## src/fjb_pkg.sv

```systemverilog
`timescale 1ns / 1ps
`default_nettype none
// ----------------------------------------------------------------------------
// fjb_pkg
// shared constants and types of the frame jitter buffer selector
// ----------------------------------------------------------------------------
package fjb_pkg;

   localparam int MAX_FRAMES = 32;
   localparam int KEY_W      = 31;
   localparam int CNT_W      = $clog2(MAX_FRAMES + 2);
   localparam int ADDR_W     = $clog2(MAX_FRAMES + 1) + 1;
   localparam int DEPTH      = 2 ** ADDR_W;
   localparam int CAP_W      = 6;
   localparam int DLY_W      = 10;
   localparam int PLAYED_W   = 7;

   localparam logic [1:0] CMD_ADD    = 2'd0;
   localparam logic [1:0] CMD_DONE   = 2'd1;
   localparam logic [1:0] CMD_RESYNC = 2'd2;

   localparam logic [1:0] CSR_CAPACITY = 2'd0;
   localparam logic [1:0] CSR_DELAY    = 2'd1;

   localparam logic [CAP_W-1:0]    CAP_RESET    = CAP_W'(15);
   localparam logic [DLY_W-1:0]    DLY_RESET    = DLY_W'(30);
   localparam logic [DLY_W-1:0]    DLY_CAP      = DLY_W'(10);
   localparam logic [PLAYED_W-1:0] PLAYED_LIMIT = PLAYED_W'(100);
   localparam logic [CNT_W-1:0]    MIN_SELECT   = CNT_W'(3);
   localparam logic [CNT_W-1:0]    BACK_OFFSET  = CNT_W'(6);

   typedef struct packed {
      logic [ADDR_W-1:0] rd_addr;
      logic              we;
      logic [ADDR_W-1:0] wr_addr;
      logic [KEY_W-1:0]  wr_data;
   } mem_req_type;

   typedef struct packed {
      logic [CAP_W-1:0] capacity;
      logic [DLY_W-1:0] delay_frames;
   } cfg_type;

endpackage
`default_nettype wire

```

## src/fjb_key_store.sv

```systemverilog
`timescale 1ns / 1ps
`default_nettype none
// ----------------------------------------------------------------------------
// fjb_key_store
// frame number memory, one write and one registered read per cycle
// ----------------------------------------------------------------------------
module fjb_key_store (
   input  wire                        clock,
   input  fjb_pkg::mem_req_type       mem_req,
   output logic [fjb_pkg::KEY_W-1:0]  rd_data
);
   import fjb_pkg::*;

   logic [KEY_W-1:0] mem_ff [DEPTH];
   logic [KEY_W-1:0] rd_data_ff;

   always_ff @(posedge clock) begin
      if (mem_req.we) begin
         mem_ff[mem_req.wr_addr] <= mem_req.wr_data;
      end
      rd_data_ff <= mem_ff[mem_req.rd_addr];
   end

   assign rd_data = rd_data_ff;

endmodule
`default_nettype wire

```

## config.mk

```make
export PLATFORM = sky130hd
export DESIGN_NAME = fjb_key_store
export DESIGN_NICKNAME = d
export VERILOG_FILES = /design/src/fjb_pkg.sv /design/src/fjb_key_store.sv
export SDC_FILE = /design/constraint.sdc
export NUM_CORES = 2
export LEC_CHECK = 0
export BUFFER_PORTS_ARGS = -buffer_cell sky130_fd_sc_hd__buf_4
export CORE_MARGIN = 1
export CORE_UTILIZATION = 38
export CTS_CLUSTER_SIZE = 20
export DETAILED_ROUTE_END_ITERATION = 8
export HOLD_SLACK_MARGIN = 0.03
export PLACE_DENSITY_LB_ADDON = 0.05
export SETUP_SLACK_MARGIN = 0.4
export SLEW_MARGIN = 20
export SYNTH_ARGS = -nofsm -noshare
export SYNTH_HDL_FRONTEND = slang
export SYNTH_SLANG_ARGS = --single-unit
```

## constraint.sdc

```tcl
create_clock -name clock -period 9.2 [get_ports clock]
set_input_delay 1.84 -clock clock [delete_from_list [all_inputs] [get_ports clock]]
set_output_delay 1.84 -clock clock [all_outputs]
set_load 0.05 [all_outputs]
```

Yosys cells after proc, flatten, opt, wreduce, memory -nomap -nowiden

Memory sizes are Yosys's and may differ from the RTL's. A register that Yosys moved wholly into a read port is not among the register bits.
Cells that the tools add are included.
Widths: inputs -> output; s select.

Bits in registers: 0
Bits in writable memories: 3,968
Bits in latches: 0
Memories kept: 1
Input bits: 47
Memory bits (read-only): 0
Output and inout port bits: 31
Logic and storage cells: 3

Memories:

| name   | words | width | read ports | clocked after memory_dff | wr ports | line                | RTL |
|---|---|---|---|---|---|---|---|
| mem_ff | 128   | 31    | 1          | 1                        | 1        | fjb_key_store.sv:14 | `logic [KEY_W-1:0] mem_ff [DEPTH];` |

Order comparisons: 0
Add/sub/neg operators: 0
Shift-type cells: 0
Bitwise logic cells: 0
Reduce and logical (&&, ||, !) cells: 0
Divide/modulo/power cells: 0
Multiplexer cells: 2
$mul: 0
Equal/unequal tests: 0

Operator list:

| cell   | count |
|---|---|
| $mux 1 | 2 |

Longest topological paths before layout

Word-level depth: 2
Mapped depth: 7
Gate-level depth less buffers: 4

Worst setup path after synthesis

OpenSTA, ideal clock, no wires.

Path kind: input -> register
From: in mem_req[38] (netlist name)
To: mem mem_ff[98][0] (enable)
Cell stages on the path: 3
Path buffers: 1
Setup slack: 4.192 ns
Setup time: 0.458 ns
Arrival: 4.551 ns
Cells stage by stage: clkbuf_1 nand4_1 nor3_1

Cells in the longest elaborated chain, start to end: 2

RTL lines:

| item                         | line                | RTL |
|---|---|---|
| start, declared              | fjb_key_store.sv:9  | `input fjb_pkg::mem_req_type mem_req,` |
| $mux 1                       | fjb_key_store.sv:18 | `if (mem_req.we) begin` |
| $mux 1 (not written as such) | fjb_key_store.sv:19 | `mem_ff[mem_req.wr_addr] <= mem_req.wr_data;` |
| end, declared                | fjb_key_store.sv:14 |  |

No other way between the ends.

==> impl_metrics.py <==
metrics = {
    "layout": {
        "multi_input_area_um2": 31300,
        "area_growth_pct": 15.0,
        "final_cell_mix": "3,968 x edfxtp_1, 1,302 x mux4_2, 441 x clkbuf_16, 271 x buf_4, 119 x nor2_4",
        "nFillCells": 33214,
        "final_nets": 6292,
        "final_area_um2": 174000,
        "regArea_um2": 120000,
        "drive_gt1_share_pct": 36.0,
        "layout_commonest_cell": "edfxtp_1",
    },
    "global_routing": {
        "grt_pass1_wl_mm": 635,
        "grt_overflow": 0,
        "grt_pass1_vias": 71436,
        "grt_max_degree": 110,
        "antenna_found_initial": 84,
        "track_usage_pct": 23.6,
    },
    "synthesis": {
        "synthesis.yosys.warnings": 0,
        "ys_ff_latch": 3999,
        "synth_area_leader_cell": "edfxtp_1",
        "syn_inst": 5808,
        "avgSynthCellArea_um2": 26.1,
        "yosysUniqueCellTypes": 15,
        "synth_top_cell_area_share_pct": 78.7,
        "syn_nets": 5855,
        "synth_area_leaders": "edfxtp_1 79%, mux4_2 19%, clkbuf_1 0.44%",
        "ys_seq_area_share_pct": 79.1,
        "synth_area_um2": 151000,
    },
    "sta": {
        "worst-slew-pin-transition_ps": 1180,
        "relSlewSlack_pct": 21.1,
        "min_period_ps": 4790,
        "setup_viol": 0,
        "tns_ps": 0,
        "fmax_mhz": 209,
        "skew_ps": 34.9,
        "drv_slew": 0,
        "hold_viol_final": 0,
        "rsz0062_at_grt": "no",
        "timing.final.crit_share_pct": 52.1,
    },
    "route": {
        "detail_route.first_pass.iterations": 8,
        "drc_errors": 0,
        "drt.antenna.violating_nets": 0,
        "drt_iter0_drc": 8219,
        "routed_wl_mm": 472,
        "post_drt_via_cell_ratio": 5.79,
        "num_vias": 68749,
        "avgRoutedWirePerCell_um": 39.7,
    },
    "cts": {
        "htreeDepth": 5,
        "cts_root_buffer": "clkbuf_16",
        "cts_hold_buf": 0,
        "cts.repair.resized": 0,
        "post_cts_buffers": 0,
        "cts_buffers": 436,
        "clock_latency_ps": 990,
        "cts_tree": "yes",
        "cts_sinks": 3999,
        "clockBufferDepth": 4,
        "clk_pin_slew_ps": 60,
    },
    "critical_path": {
        "startpoint_type": "primary input",
        "cp_max_fo": 68,
        "critical_path_class": "primary input to flop",
        "critical_path.endpoint_type": "flop",
        "cp.required_ps": 10040,
        "crit_arrival_ps": 5630,
    },
    "die": {
        "num_rows": 231,
        "die_x_um": 633,
        "io_pins": 78,
        "fp.dieH_um": 633,
        "core_area_um2": 396000,
        "dieArea_um2": 401000,
        "start_util_pct": 38.2,
    },
    "power": {
        "power_mw": 39.3,
        "peakVddDrop_v": 0.000160,
        "p_leak_nw": 52.9,
        "power_density_nw_per_um2": 226,
    },
    "place": {
        "place_area_um2": 160000,
        "dp.final_hpwl_mm": 246,
        "portBuffers": 77,
        "gp_congestion": 0.754,
    },
    "job": {
        "max-cap-violations": 0,
    },
    "status": {
        "status": "finished clean",
    },
    "min_path": {
        "hold_class": "flop to flop",
    },
}
-- worst max-delay path, stage by stage --
cell and delay (ps):
buf_16 450, buf_4 450, buf_12 450, mux4_2 590, mux4_2 600, mux4_2 650, mux2_2 330
-- sequential cells by signal, summed over array words and instances, names as in the netlist --
signal,count
rd_data,31
mem_ff,3968
-- layout make-up --
class,count,share of cell area [%]
Sequential cell,3999,68.8
Clock buffer,554,6.66
Tap cell,5242,3.77
Timing Repair Buffer,305,1.55
Antenna cell,38,0.0546
Multi-Input combinational cell,1503,18.0
Clock inverter,238,1.20
-- where the power goes --
part	switching (mW)	internal, mW	total, mW
logic	1.36	0.743	2.10
registers	0.0972	20.1	20.2
clock network	7.19	9.80	17.0
-- synthesized netlist by cell type (all sizes together) --
cell type,n
clkbuf,176
nor2,122
nand2b,2
nand3,12
nand4,3
dfxtp,31
mux2,31
mux4,1302
nor2b,7
edfxtp,3968
buf,130
nand2,14
or3,1
nor3,9
-- final timing paths --
kind | depth (start not counted) | start | slack, ps | to
worst max-delay path | 7 | mem_req[39] | 4410 | rd_data[21]$_DFF_P_
worst min-delay path | 4 | mem_ff[28][3]$_DFFE_PP_ | 1130 | rd_data[3]$_DFF_P_
worst max register to register | 4 | mem_ff[63][29]$_DFFE_PP_ | 6480 | rd_data[29]$_DFF_P_
worst min register to register | 4 | mem_ff[28][3]$_DFFE_PP_ | 1130 | rd_data[3]$_DFF_P_
-- per-layer routing --
metal	GRT usage [%]	vias to the layer above	routed length, um
met5	0	-	149
met4	4.69	26	8940
met3	3.68	505	29400
met2	38.4	2308	230000
met1	33.8	39349	203000
li1	-	26561	-
-- kinds of logic (layout without fill, tap and decap cells) --
kind of cell / count (synthesis) / count (layout) / synth area share, %
buffers and inverters: 306 / 1097 / 0.834
and+or+nand+nor: 170 / 170 / 0.460
muxes: 1333 / 1333 / 19.6
other: 0 / 38 / 0
DFF: 3999 / 3999 / 79.1
-- through the flow --
step                std cells  util, %  hold slack, ps  worst slack [ps]
finish                  11879     43.9            1130              4410
global route            11853     43.9            1160              4260
CTS                     11840     43.9            1120              4410
detailed placement      11048     40.5            1130              3360
global placement        11046     40.5            1140              3350
floorplan                5808        -            1070              4190
Power figures use the tool's default switching activity.
