==> config.mk <==
export PLATFORM = sky130hd
export DESIGN_NAME = fjb_seq
export DESIGN_NICKNAME = d
export VERILOG_FILES = /design/src/fjb_pkg.sv /design/src/fjb_seq.sv
export SDC_FILE = /design/constraint.sdc
export NUM_CORES = 1
export LEC_CHECK = 0
export BUFFER_PORTS_ARGS = -buffer_cell sky130_fd_sc_hd__buf_4
export CAP_MARGIN = 10
export CORE_ASPECT_RATIO = 0.8
export CORE_MARGIN = 1.5
export CORE_UTILIZATION = 55
export DETAILED_ROUTE_END_ITERATION = 16
export GPL_ROUTABILITY_DRIVEN = 0
export PLACE_DENSITY = 0.75
export SETUP_SLACK_MARGIN = 0.4
export SYNTH_ARGS = -nofsm -noshare
export SYNTH_HDL_FRONTEND = slang
export SYNTH_SLANG_ARGS = --single-unit
==> constraint.sdc <==
create_clock -name clock -period 15.3 [get_ports clock]
set_input_delay 2.295 -clock clock [delete_from_list [all_inputs] [get_ports clock]]
set_output_delay 2.295 -clock clock [all_outputs]
set_load 0.1 [all_outputs]
==> src/fjb_pkg.sv <==
`timescale 1ns / 1ps
`default_nettype none
// ----------------------------------------------------------------------------
// fjb_pkg
// shared constants and types of the frame jitter buffer selector
// ----------------------------------------------------------------------------
package fjb_pkg;

   localparam int MAX_FRAMES = 32;
   localparam int KEY_W      = 31;
   localparam int CNT_W      = $clog2(MAX_FRAMES + 2);
   localparam int ADDR_W     = $clog2(MAX_FRAMES + 1) + 1;
   localparam int DEPTH      = 2 ** ADDR_W;
   localparam int CAP_W      = 6;
   localparam int DLY_W      = 10;
   localparam int PLAYED_W   = 7;

   localparam logic [1:0] CMD_ADD    = 2'd0;
   localparam logic [1:0] CMD_DONE   = 2'd1;
   localparam logic [1:0] CMD_RESYNC = 2'd2;

   localparam logic [1:0] CSR_CAPACITY = 2'd0;
   localparam logic [1:0] CSR_DELAY    = 2'd1;

   localparam logic [CAP_W-1:0]    CAP_RESET    = CAP_W'(15);
   localparam logic [DLY_W-1:0]    DLY_RESET    = DLY_W'(30);
   localparam logic [DLY_W-1:0]    DLY_CAP      = DLY_W'(10);
   localparam logic [PLAYED_W-1:0] PLAYED_LIMIT = PLAYED_W'(100);
   localparam logic [CNT_W-1:0]    MIN_SELECT   = CNT_W'(3);
   localparam logic [CNT_W-1:0]    BACK_OFFSET  = CNT_W'(6);

   typedef struct packed {
      logic [ADDR_W-1:0] rd_addr;
      logic              we;
      logic [ADDR_W-1:0] wr_addr;
      logic [KEY_W-1:0]  wr_data;
   } mem_req_type;

   typedef struct packed {
      logic [CAP_W-1:0] capacity;
      logic [DLY_W-1:0] delay_frames;
   } cfg_type;

endpackage
`default_nettype wire

==> src/fjb_seq.sv <==
`timescale 1ns / 1ps
`default_nettype none
// ----------------------------------------------------------------------------
// fjb_seq
// sequencer walking the sorted key set for insert, selection and resync
// ----------------------------------------------------------------------------
module fjb_seq (
   input  wire                           clock,
   input  wire                           reset,
   input  fjb_pkg::cfg_type              cfg,
   input  wire                           req_valid,
   output logic                          req_stall,
   input  wire  [1:0]                    req_cmd,
   input  wire  [fjb_pkg::KEY_W-1:0]     req_frame_number,
   input  wire                           req_data_present,
   output logic                          rsp_valid,
   input  wire                           rsp_stall,
   output logic                          rsp_play_valid,
   output logic [fjb_pkg::KEY_W-1:0]     rsp_play_frame,
   output logic [5:0]                    rsp_fill_count,
   output logic signed [31:0]            rsp_current_frame,
   output fjb_pkg::mem_req_type          mem_req,
   input  wire  [fjb_pkg::KEY_W-1:0]     rd_data
);
   import fjb_pkg::*;

   typedef enum logic [17:0] {
      S_IDLE     = 18'b000000000000000001,
      S_INS_RD   = 18'b000000000000000010,
      S_INS_CMP  = 18'b000000000000000100,
      S_SHF_RD   = 18'b000000000000001000,
      S_SHF_WR   = 18'b000000000000010000,
      S_EVICT    = 18'b000000000000100000,
      S_TRY      = 18'b000000000001000000,
      S_CH_LAST  = 18'b000000000010000000,
      S_CH_RD    = 18'b000000000100000000,
      S_CH_CMP   = 18'b000000001000000000,
      S_FB_RD    = 18'b000000010000000000,
      S_FB_WAIT  = 18'b000000100000000000,
      S_PLAY     = 18'b000001000000000000,
      S_RS_START = 18'b000010000000000000,
      S_RS_LAST  = 18'b000100000000000000,
      S_RS_RD    = 18'b001000000000000000,
      S_RS_CMP   = 18'b010000000000000000,
      S_FIN      = 18'b100000000000000000
   } state_type;

   state_type                state_ff, state_in;
   logic [1:0]               cmd_ff, cmd_in;
   logic [KEY_W-1:0]         key_ff, key_in;
   logic [CNT_W-1:0]         count_ff, count_in;
   logic [ADDR_W-1:0]        base_ff, base_in;
   logic [CNT_W-1:0]         idx_ff, idx_in;
   logic [CNT_W-1:0]         pos_ff, pos_in;
   logic [CNT_W-1:0]         n_ff, n_in;
   logic [KEY_W-1:0]         prev_ff, prev_in;
   logic [KEY_W-1:0]         sel_ff, sel_in;
   logic signed [32:0]       lo_ff, lo_in;
   logic signed [31:0]       target_ff, target_in;
   logic signed [31:0]       pb_ff, pb_in;
   logic                     on_ff, on_in;
   logic [PLAYED_W-1:0]      played_ff, played_in;
   logic                     issue_ff, issue_in;
   logic                     rsp_valid_ff, rsp_valid_in;
   logic                     out_pv_ff, out_pv_in;
   logic [KEY_W-1:0]         out_pf_ff, out_pf_in;
   logic [5:0]               out_fc_ff, out_fc_in;
   logic signed [31:0]       out_cf_ff, out_cf_in;

   logic [CNT_W-1:0]         cap_eff;
   logic [DLY_W-1:0]         dly_eff;

   always_comb begin
      if (cfg.capacity == '0) begin
         cap_eff = CNT_W'(1);
      end else if (CNT_W'(cfg.capacity) > CNT_W'(MAX_FRAMES)) begin
         cap_eff = CNT_W'(MAX_FRAMES);
      end else begin
         cap_eff = CNT_W'(cfg.capacity);
      end
      if (played_ff < PLAYED_LIMIT && cfg.delay_frames > DLY_CAP) begin
         dly_eff = DLY_CAP;
      end else if (cfg.delay_frames == '0) begin
         dly_eff = DLY_W'(1);
      end else begin
         dly_eff = cfg.delay_frames;
      end
   end

   always_comb begin
      state_in     = state_ff;
      cmd_in       = cmd_ff;
      key_in       = key_ff;
      count_in     = count_ff;
      base_in      = base_ff;
      idx_in       = idx_ff;
      pos_in       = pos_ff;
      n_in         = n_ff;
      prev_in      = prev_ff;
      sel_in       = sel_ff;
      lo_in        = lo_ff;
      target_in    = target_ff;
      pb_in        = pb_ff;
      on_in        = on_ff;
      played_in    = played_ff;
      issue_in     = issue_ff;
      rsp_valid_in = rsp_valid_ff;
      out_pv_in    = out_pv_ff;
      out_pf_in    = out_pf_ff;
      out_fc_in    = out_fc_ff;
      out_cf_in    = out_cf_ff;
      mem_req      = '0;

      if (rsp_valid_ff && !rsp_stall) begin
         rsp_valid_in = 1'b0;
      end

      unique case (state_ff)
         S_IDLE: begin
            if (req_valid) begin
               cmd_in   = req_cmd;
               key_in   = req_frame_number;
               issue_in = 1'b0;
               idx_in   = count_ff;
               case (req_cmd)
                  CMD_ADD: begin
                     if (!req_data_present) begin
                        state_in = S_FIN;
                     end else if (count_ff == '0) begin
                        pos_in   = '0;
                        idx_in   = '0;
                        state_in = S_SHF_RD;
                     end else begin
                        state_in = S_INS_RD;
                     end
                  end
                  CMD_DONE: state_in = S_TRY;
                  CMD_RESYNC: state_in = (count_ff == '0) ? S_FIN : S_RS_START;
                  default: state_in = S_FIN;
               endcase
            end
         end
         S_INS_RD: begin
            mem_req.rd_addr = base_ff + ADDR_W'(idx_ff - CNT_W'(1));
            state_in = S_INS_CMP;
         end
         S_INS_CMP: begin
            if (rd_data == key_ff) begin
               state_in = S_EVICT;
            end else if (rd_data > key_ff) begin
               idx_in = idx_ff - CNT_W'(1);
               if (idx_ff == CNT_W'(1)) begin
                  pos_in   = '0;
                  idx_in   = count_ff;
                  state_in = S_SHF_RD;
               end else begin
                  state_in = S_INS_RD;
               end
            end else begin
               pos_in   = idx_ff;
               idx_in   = count_ff;
               state_in = S_SHF_RD;
            end
         end
         S_SHF_RD: begin
            if (idx_ff == pos_ff) begin
               mem_req.we      = 1'b1;
               mem_req.wr_addr = base_ff + ADDR_W'(pos_ff);
               mem_req.wr_data = key_ff;
               count_in        = count_ff + CNT_W'(1);
               state_in        = S_EVICT;
            end else begin
               mem_req.rd_addr = base_ff + ADDR_W'(idx_ff - CNT_W'(1));
               state_in        = S_SHF_WR;
            end
         end
         S_SHF_WR: begin
            mem_req.we      = 1'b1;
            mem_req.wr_addr = base_ff + ADDR_W'(idx_ff);
            mem_req.wr_data = rd_data;
            idx_in          = idx_ff - CNT_W'(1);
            state_in        = S_SHF_RD;
         end
         S_EVICT: begin
            if (count_ff > cap_eff) begin
               base_in  = base_ff + ADDR_W'(count_ff - cap_eff);
               count_in = cap_eff;
            end
            if (!on_ff) begin
               on_in = 1'b1;
               pb_in = $signed({1'b0, key_ff});
            end
            state_in = S_TRY;
         end
         S_TRY: begin
            mem_req.rd_addr = base_ff + ADDR_W'(count_ff - CNT_W'(1));
            idx_in          = count_ff - CNT_W'(2);
            state_in        = (on_ff && count_ff >= MIN_SELECT) ? S_CH_LAST : S_FIN;
         end
         S_CH_LAST: begin
            prev_in  = rd_data;
            state_in = S_CH_RD;
         end
         S_CH_RD: begin
            mem_req.rd_addr = base_ff + ADDR_W'(idx_ff);
            state_in        = S_CH_CMP;
         end
         S_CH_CMP: begin
            if (prev_ff == rd_data + KEY_W'(1)) begin
               sel_in   = rd_data;
               state_in = S_PLAY;
            end else begin
               prev_in = rd_data;
               idx_in  = idx_ff - CNT_W'(1);
               state_in = (idx_ff == '0) ? S_FB_RD : S_CH_RD;
            end
         end
         S_FB_RD: begin
            mem_req.rd_addr = (count_ff > BACK_OFFSET)
                            ? base_ff + ADDR_W'(count_ff - BACK_OFFSET) : base_ff;
            state_in = S_FB_WAIT;
         end
         S_FB_WAIT: begin
            sel_in   = rd_data;
            state_in = S_PLAY;
         end
         S_PLAY: begin
            if ($signed({1'b0, sel_ff}) != pb_ff) begin
               pb_in    = $signed({1'b0, sel_ff});
               issue_in = 1'b1;
               if (played_ff < PLAYED_LIMIT) begin
                  played_in = played_ff + PLAYED_W'(1);
               end
            end
            state_in = S_FIN;
         end
         S_RS_START: begin
            mem_req.rd_addr = base_ff + ADDR_W'(count_ff - CNT_W'(1));
            state_in        = S_RS_LAST;
         end
         S_RS_LAST: begin
            lo_in     = $signed({2'b00, rd_data}) - $signed({22'd0, dly_eff, 1'b0});
            target_in = $signed({1'b0, rd_data}) - $signed({22'd0, dly_eff});
            idx_in    = '0;
            n_in      = '0;
            state_in  = S_RS_RD;
         end
         S_RS_RD: begin
            mem_req.rd_addr = base_ff + ADDR_W'(idx_ff);
            state_in        = S_RS_CMP;
         end
         S_RS_CMP: begin
            if ($signed({2'b00, rd_data}) >= lo_ff) begin
               mem_req.we      = 1'b1;
               mem_req.wr_addr = base_ff + ADDR_W'(n_ff);
               mem_req.wr_data = rd_data;
               n_in            = n_ff + CNT_W'(1);
            end
            idx_in = idx_ff + CNT_W'(1);
            if (idx_ff + CNT_W'(1) == count_ff) begin
               count_in = n_in;
               pb_in    = target_ff;
               state_in = S_FIN;
            end else begin
               state_in = S_RS_RD;
            end
         end
         S_FIN: begin
            if (!rsp_valid_ff || !rsp_stall) begin
               rsp_valid_in = 1'b1;
               out_pv_in    = issue_ff;
               out_pf_in    = issue_ff ? sel_ff : '0;
               out_fc_in    = 6'(count_ff);
               out_cf_in    = pb_ff;
               state_in     = S_IDLE;
            end
         end
         default: state_in = S_IDLE;
      endcase
   end

   always_ff @(posedge clock) begin
      if (reset) begin
         state_ff     <= S_IDLE;
         count_ff     <= '0;
         base_ff      <= '0;
         pb_ff        <= '0;
         on_ff        <= 1'b0;
         played_ff    <= '0;
         rsp_valid_ff <= 1'b0;
      end else begin
         state_ff     <= state_in;
         count_ff     <= count_in;
         base_ff      <= base_in;
         pb_ff        <= pb_in;
         on_ff        <= on_in;
         played_ff    <= played_in;
         rsp_valid_ff <= rsp_valid_in;
      end
      cmd_ff    <= cmd_in;
      key_ff    <= key_in;
      idx_ff    <= idx_in;
      pos_ff    <= pos_in;
      n_ff      <= n_in;
      prev_ff   <= prev_in;
      sel_ff    <= sel_in;
      lo_ff     <= lo_in;
      target_ff <= target_in;
      issue_ff  <= issue_in;
      out_pv_ff <= out_pv_in;
      out_pf_ff <= out_pf_in;
      out_fc_ff <= out_fc_in;
      out_cf_ff <= out_cf_in;
   end

   assign req_stall         = (state_ff != S_IDLE);
   assign rsp_valid         = rsp_valid_ff;
   assign rsp_play_valid    = out_pv_ff;
   assign rsp_play_frame    = out_pf_ff;
   assign rsp_fill_count    = out_fc_ff;
   assign rsp_current_frame = out_cf_ff;

endmodule
`default_nettype wire
== Yosys cells after proc, flatten, opt, wreduce, memory -nomap -nowiden ==
Index checks and enable logic that the tools add are counted.

* Memory bits (writable): 0
* Word-level logic and storage cells: 184
* Memories: 0
* Bits in registers: 319
* Bits in read-only memories: 0
* Bits of input ports: 85
* Output and inout bits: 118
* Bits in latches: 0

* Add/sub/neg operators: 20
* Shifts and indexed selects: 0
* Equality and inequality tests: 41
* Reduce and logical (&&, ||, !) cells: 33
* $mul: 0
* Bitwise logic cells: 0
* Divide/modulo/power cells: 0
* Magnitude comparators: 8
* Mux-type cells: 62

{| class="wikitable"
|+ Operator list
! cell !! count
|-
| case mux 18 bit (18 select lines) || 1
|-
| two-way mux 18 bit || 8
|-
| two-way mux 6 bit || 22
|-
| case mux 31 bit (2 select lines) || 2
|-
| case mux 39 bit (3 select lines) || 1
|-
| two-way mux 32 bit || 3
|-
| case mux 32 bit (3 select lines) || 1
|-
| two-way mux 39 bit || 2
|-
| equality test 31 bit || 2
|-
| two-way mux 31 bit || 2
|-
| case mux 18 bit (3 select lines) || 1
|-
| case mux 6 bit (7 select lines) || 1
|-
| case mux 7 bit (5 select lines) || 1
|-
| >= comparator 32 x 33 -> 1 bit || 1
|-
| inequality test 32 bit || 1
|-
| subtractor 31 x 10 -> 32 bit || 1
|-
| subtractor 31 x 11 -> 32 bit || 1
|-
| adder 31 x 1 -> 31 bit, second input constant || 1
|-
| greater-than comparator 31 bit || 1
|-
| adder 7 bit || 4
|-
| inequality test 2 bit, second input constant || 13
|-
| case mux 6 bit (2 select lines) || 2
|-
| adder 7 x 6 -> 7 bit || 3
|-
| two-way mux 10 bit || 2
|-
| 58 further kinds || 87
|}

== Longest topological paths before layout ==
* Depth after elaboration: 6
* Gate-level depth with buffers: 16
* Gate-level depth less buffers: 16

== Worst setup path after synthesis ==
No wires, ideal clock.

* Path kind: input port to output port
* Start point: input port rd_data[18] in the netlist's numbering
* End point: output port mem_req[17] in the netlist's numbering
* Stages on the path: 10
* Buffers on the path: 1
* Data required time: 13005 ps
* Arrival time: 5293 ps
* Setup slack: 7712 ps
* Cells stage by stage: ha_1 -> a21oi_1 -> o21ai_0 -> a221oi_1 -> o311ai_1 -> a2111oi_2 -> o21ai_1 -> clkbuf_1 -> nand2_1 -> o21ai_0

{| class="wikitable"
|+ RTL lines
! item !! RTL line !! source
|-
| from (decl) || fjb_seq.sv:23 || <nowiki>input wire [fjb_pkg::KEY_W-1:0] rd_data</nowiki>
|-
| to (decl) || fjb_seq.sv:22 || <nowiki>output fjb_pkg::mem_req_type mem_req,</nowiki>
|}

==> metrics.txt <==
worst r2r src=played_ff[3]$_SDFFE_PP0P_; die width=215 um; final slew viol count=0; average size of a mapped cell=10.1 um^2; total of max-cap violations=0; number of DRC markers in iteration 0=1995; worst path required time=13010 ps; Peak VDD IR=0.0000968 V; Ys Warns=0; Core Footprint=35100 um^2; Leakage=9.29 nW; syn_nets=2219; setup TNS=0 ps; Total Routing Usage GR=0.313; crit path from=rd_data[18]; most frequent cells in the layout=edfxtp_1, buf_4, inv_1; hold-fix buffers at CTS=0; Root Buffer=clkbuf_16; Hold Path Class=reg2reg; area of the multi-input gates=10100 um^2; total setup buffers inserted after CTS=0; crit path to=mem_req[20]; flops & latches, synth=318; CTS tree=built; r2r worst-path depth=11; clk slew on worst S/H paths=60 ps; DP Area=21800 um^2; worst slew pin tran=1160 ps; Max Fclk=0.127 GHz; Reg2Reg Setup Slack=10830 ps; starting density of the core=0.565; WP data arrival=5550 ps; first-pass GRT wire length=90.2 mm; CTS Sinks=318; Setup CP Type=in2out; PortBufs=202; Via Count=16631; status=finished, final reports clean; gr ovfl total=0; crit-path max FO=30; largest net degree at the start of global routing=71; GR Util met3=0.0635; vias per cell=6.29; Worst Hold Slack=469 ps; pre-CTS WS=7570 ps; Pwr Density=99.7 nW/um^2; clk buf depth=3; nets=2391; Mapped Area=19800 um^2; number of buffers created by CTS=35; hpwl dp=45.0 mm; worst skew pair latency=540 ps; drt pass-1 iters=6; Top Ports=203; gr busiest metal=met1; fin crit share=0.513; final WL=60.0 mm; routed len/inst=22.7 um; layout cells sized above 1=0.145; P&R area growth vs syn=15.7%; main flop type after synthesis=edfxtp_1; post-CTS resize count=0; Crit. End Element=primary output; most common cell after layout, fill and taps aside=edfxtp_1; Seq. cell area=8830 um^2; post-route minimum period=7850 ps; FP Rows=61; Post-synth EDFFs=246; Worst Skew=16.1 ps; Cells after Synth=1973; Filler cells=2798; GR Layer Usage met2=0.443; RSZ-0062 raised after global routing=false; DRC Markers=0; Final Hold Fails=0; number of global-route vias before repair=15470; Final Cell Area=22900 um^2; post-synthesis cell type count=85; initial antenna violation count=1; die area=37200 um^2; met1 Use GR=0.469; final core occ=0.653; ys async rst share=0; Worst Setup Slack, final=7450 ps; crit start category=primary input; sequential element share of the synthesized area=0.445; post-route ant nets=0; final setup fails=0; height of the die=173 um; max_slew headroom=0.212; H-tree depth=2; reg2reg end=target_ff[26]$_DFFE_PN_
-- where the power goes --
part | internal (W) | leakage, nW | switching, W | total (W)
clock | 0.000499 | 0.569 | 0.000366 | 0.000865
sequential | 0.000964 | 2.86 | 0.0000433 | 0.00101
combinational | 0.000144 | 5.85 | 0.000270 | 0.000414
total | 0.00161 | 9.29 | 0.000680 | 0.00229
-- per-layer routing --
| layer | wire, um | vias up |
|---|---|---|
| li1 | - | 7547 |
| met5 | 0 | - |
| met3 | 7510 | 149 |
| met1 | 25400 | 7851 |
| met2 | 24700 | 1084 |
| met4 | 2440 | 0 |
-- flip-flops by register name, summed over array words and instances (netlist names) --
| register | count |
|---|---|
| lo_ff | 32 |
| pb_ff | 32 |
| rsp_current_frame | 32 |
| target_ff | 32 |
| key_ff | 31 |
| prev_ff | 31 |
| rsp_play_frame | 31 |
| sel_ff | 31 |
| state_ff | 18 |
| base_ff | 7 |
| played_ff | 7 |
| count_ff | 6 |
| idx_ff | 6 |
| n_ff | 6 |
| pos_ff | 6 |
| rsp_fill_count | 6 |
| issue_ff | 1 |
| on_ff | 1 |
| rsp_play_valid | 1 |
| rsp_valid | 1 |
-- worst min-delay path by stage --
stage                                       from                         endpoint  slack [ps]  cells past startpoint
after floorplan           pb_ff[31]$_SDFFE_PP0P_  rsp_current_frame[31]$_DFFE_PP_         430                      0
after global placement        on_ff$_SDFFE_PP0P_               on_ff$_SDFFE_PP0P_         450                      2
after detailed placement      on_ff$_SDFFE_PP0P_               on_ff$_SDFFE_PP0P_         460                      2
after CTS                     on_ff$_SDFFE_PP0P_               on_ff$_SDFFE_PP0P_         470                      2
after global routing      pb_ff[27]$_SDFFE_PP0P_  rsp_current_frame[27]$_DFFE_PP_         500                      0
final                         on_ff$_SDFFE_PP0P_               on_ff$_SDFFE_PP0P_         470                      2
-- worst max-delay path: stages --
cell and delay, ps:
buf_4 180, ha_1 330, a21oi_1 140, o21ai_0 100
a221oi_1 480, o311ai_1 320, a2111oi_4 490, buf_4 290
o21ai_2 90, buf_4 280, nand2_1 110, o21ai_1 120
buf_4 300
-- layout make-up --
class / instances / area share
clock buffer: 46 / 0.0417
inverter: 168 / 0.0275
antenna: 1 / 0.000109
sequential: 318 / 0.385
multi-input combinational: 1402 / 0.439
clock inverter: 18 / 0.00884
timing repair buffer: 220 / 0.0720
tap: 472 / 0.0257
-- cell families (layout without fill, tap and decap cells) --
group,Yosys count,in the layout,synth area share
other,0,1,0
AOI/OAI and AO/OA,415,415,0.142
muxes,6,6,0.00315
adders and majority gates,165,165,0.108
xor gates and xnor gates,192,192,0.0855
buffers and inverters,253,452,0.0493
DFF,318,318,0.445
and+or+nand+nor,624,624,0.167
-- synthesized netlist by cell type (all sizes together), types with 7 or more instances --
cell type,number,share of area
and4,10,0.0044
nand2b,22,0.0069
o21a,8,0.0030
nor4,52,0.021
ha,149,0.094
o31ai,7,0.0027
a311oi,32,0.014
nor2b,17,0.0054
or3,17,0.0054
a21oi,98,0.025
a31oi,11,0.0035
fa,12,0.012
nand4,43,0.014
nand3,35,0.0088
a22oi,33,0.012
and2,38,0.012
edfxtp,246,0.37
a221oi,10,0.0044
or2,13,0.0041
and3,12,0.0038
o21bai,12,0.0045
xor2,96,0.042
buf,19,0.0050
nor3,42,0.011
a21o,35,0.013
nor2,140,0.027
nand3b,10,0.0038
o211ai,16,0.0061
a221o,7,0.0035
xnor2,95,0.042
o21ai,83,0.021
clkbuf,66,0.012
nand2,147,0.028
dfxtp,72,0.073
inv,167,0.032
-- metrics by stage --
step	cells	power, W
finish	2645	0.00229
global route	2645	0.00236
CTS	2644	0.00228
detailed placement	2580	0.00143
global placement	2580	0.00141
floorplan	1973	0.00129
Power figures use the tool's default switching activity.
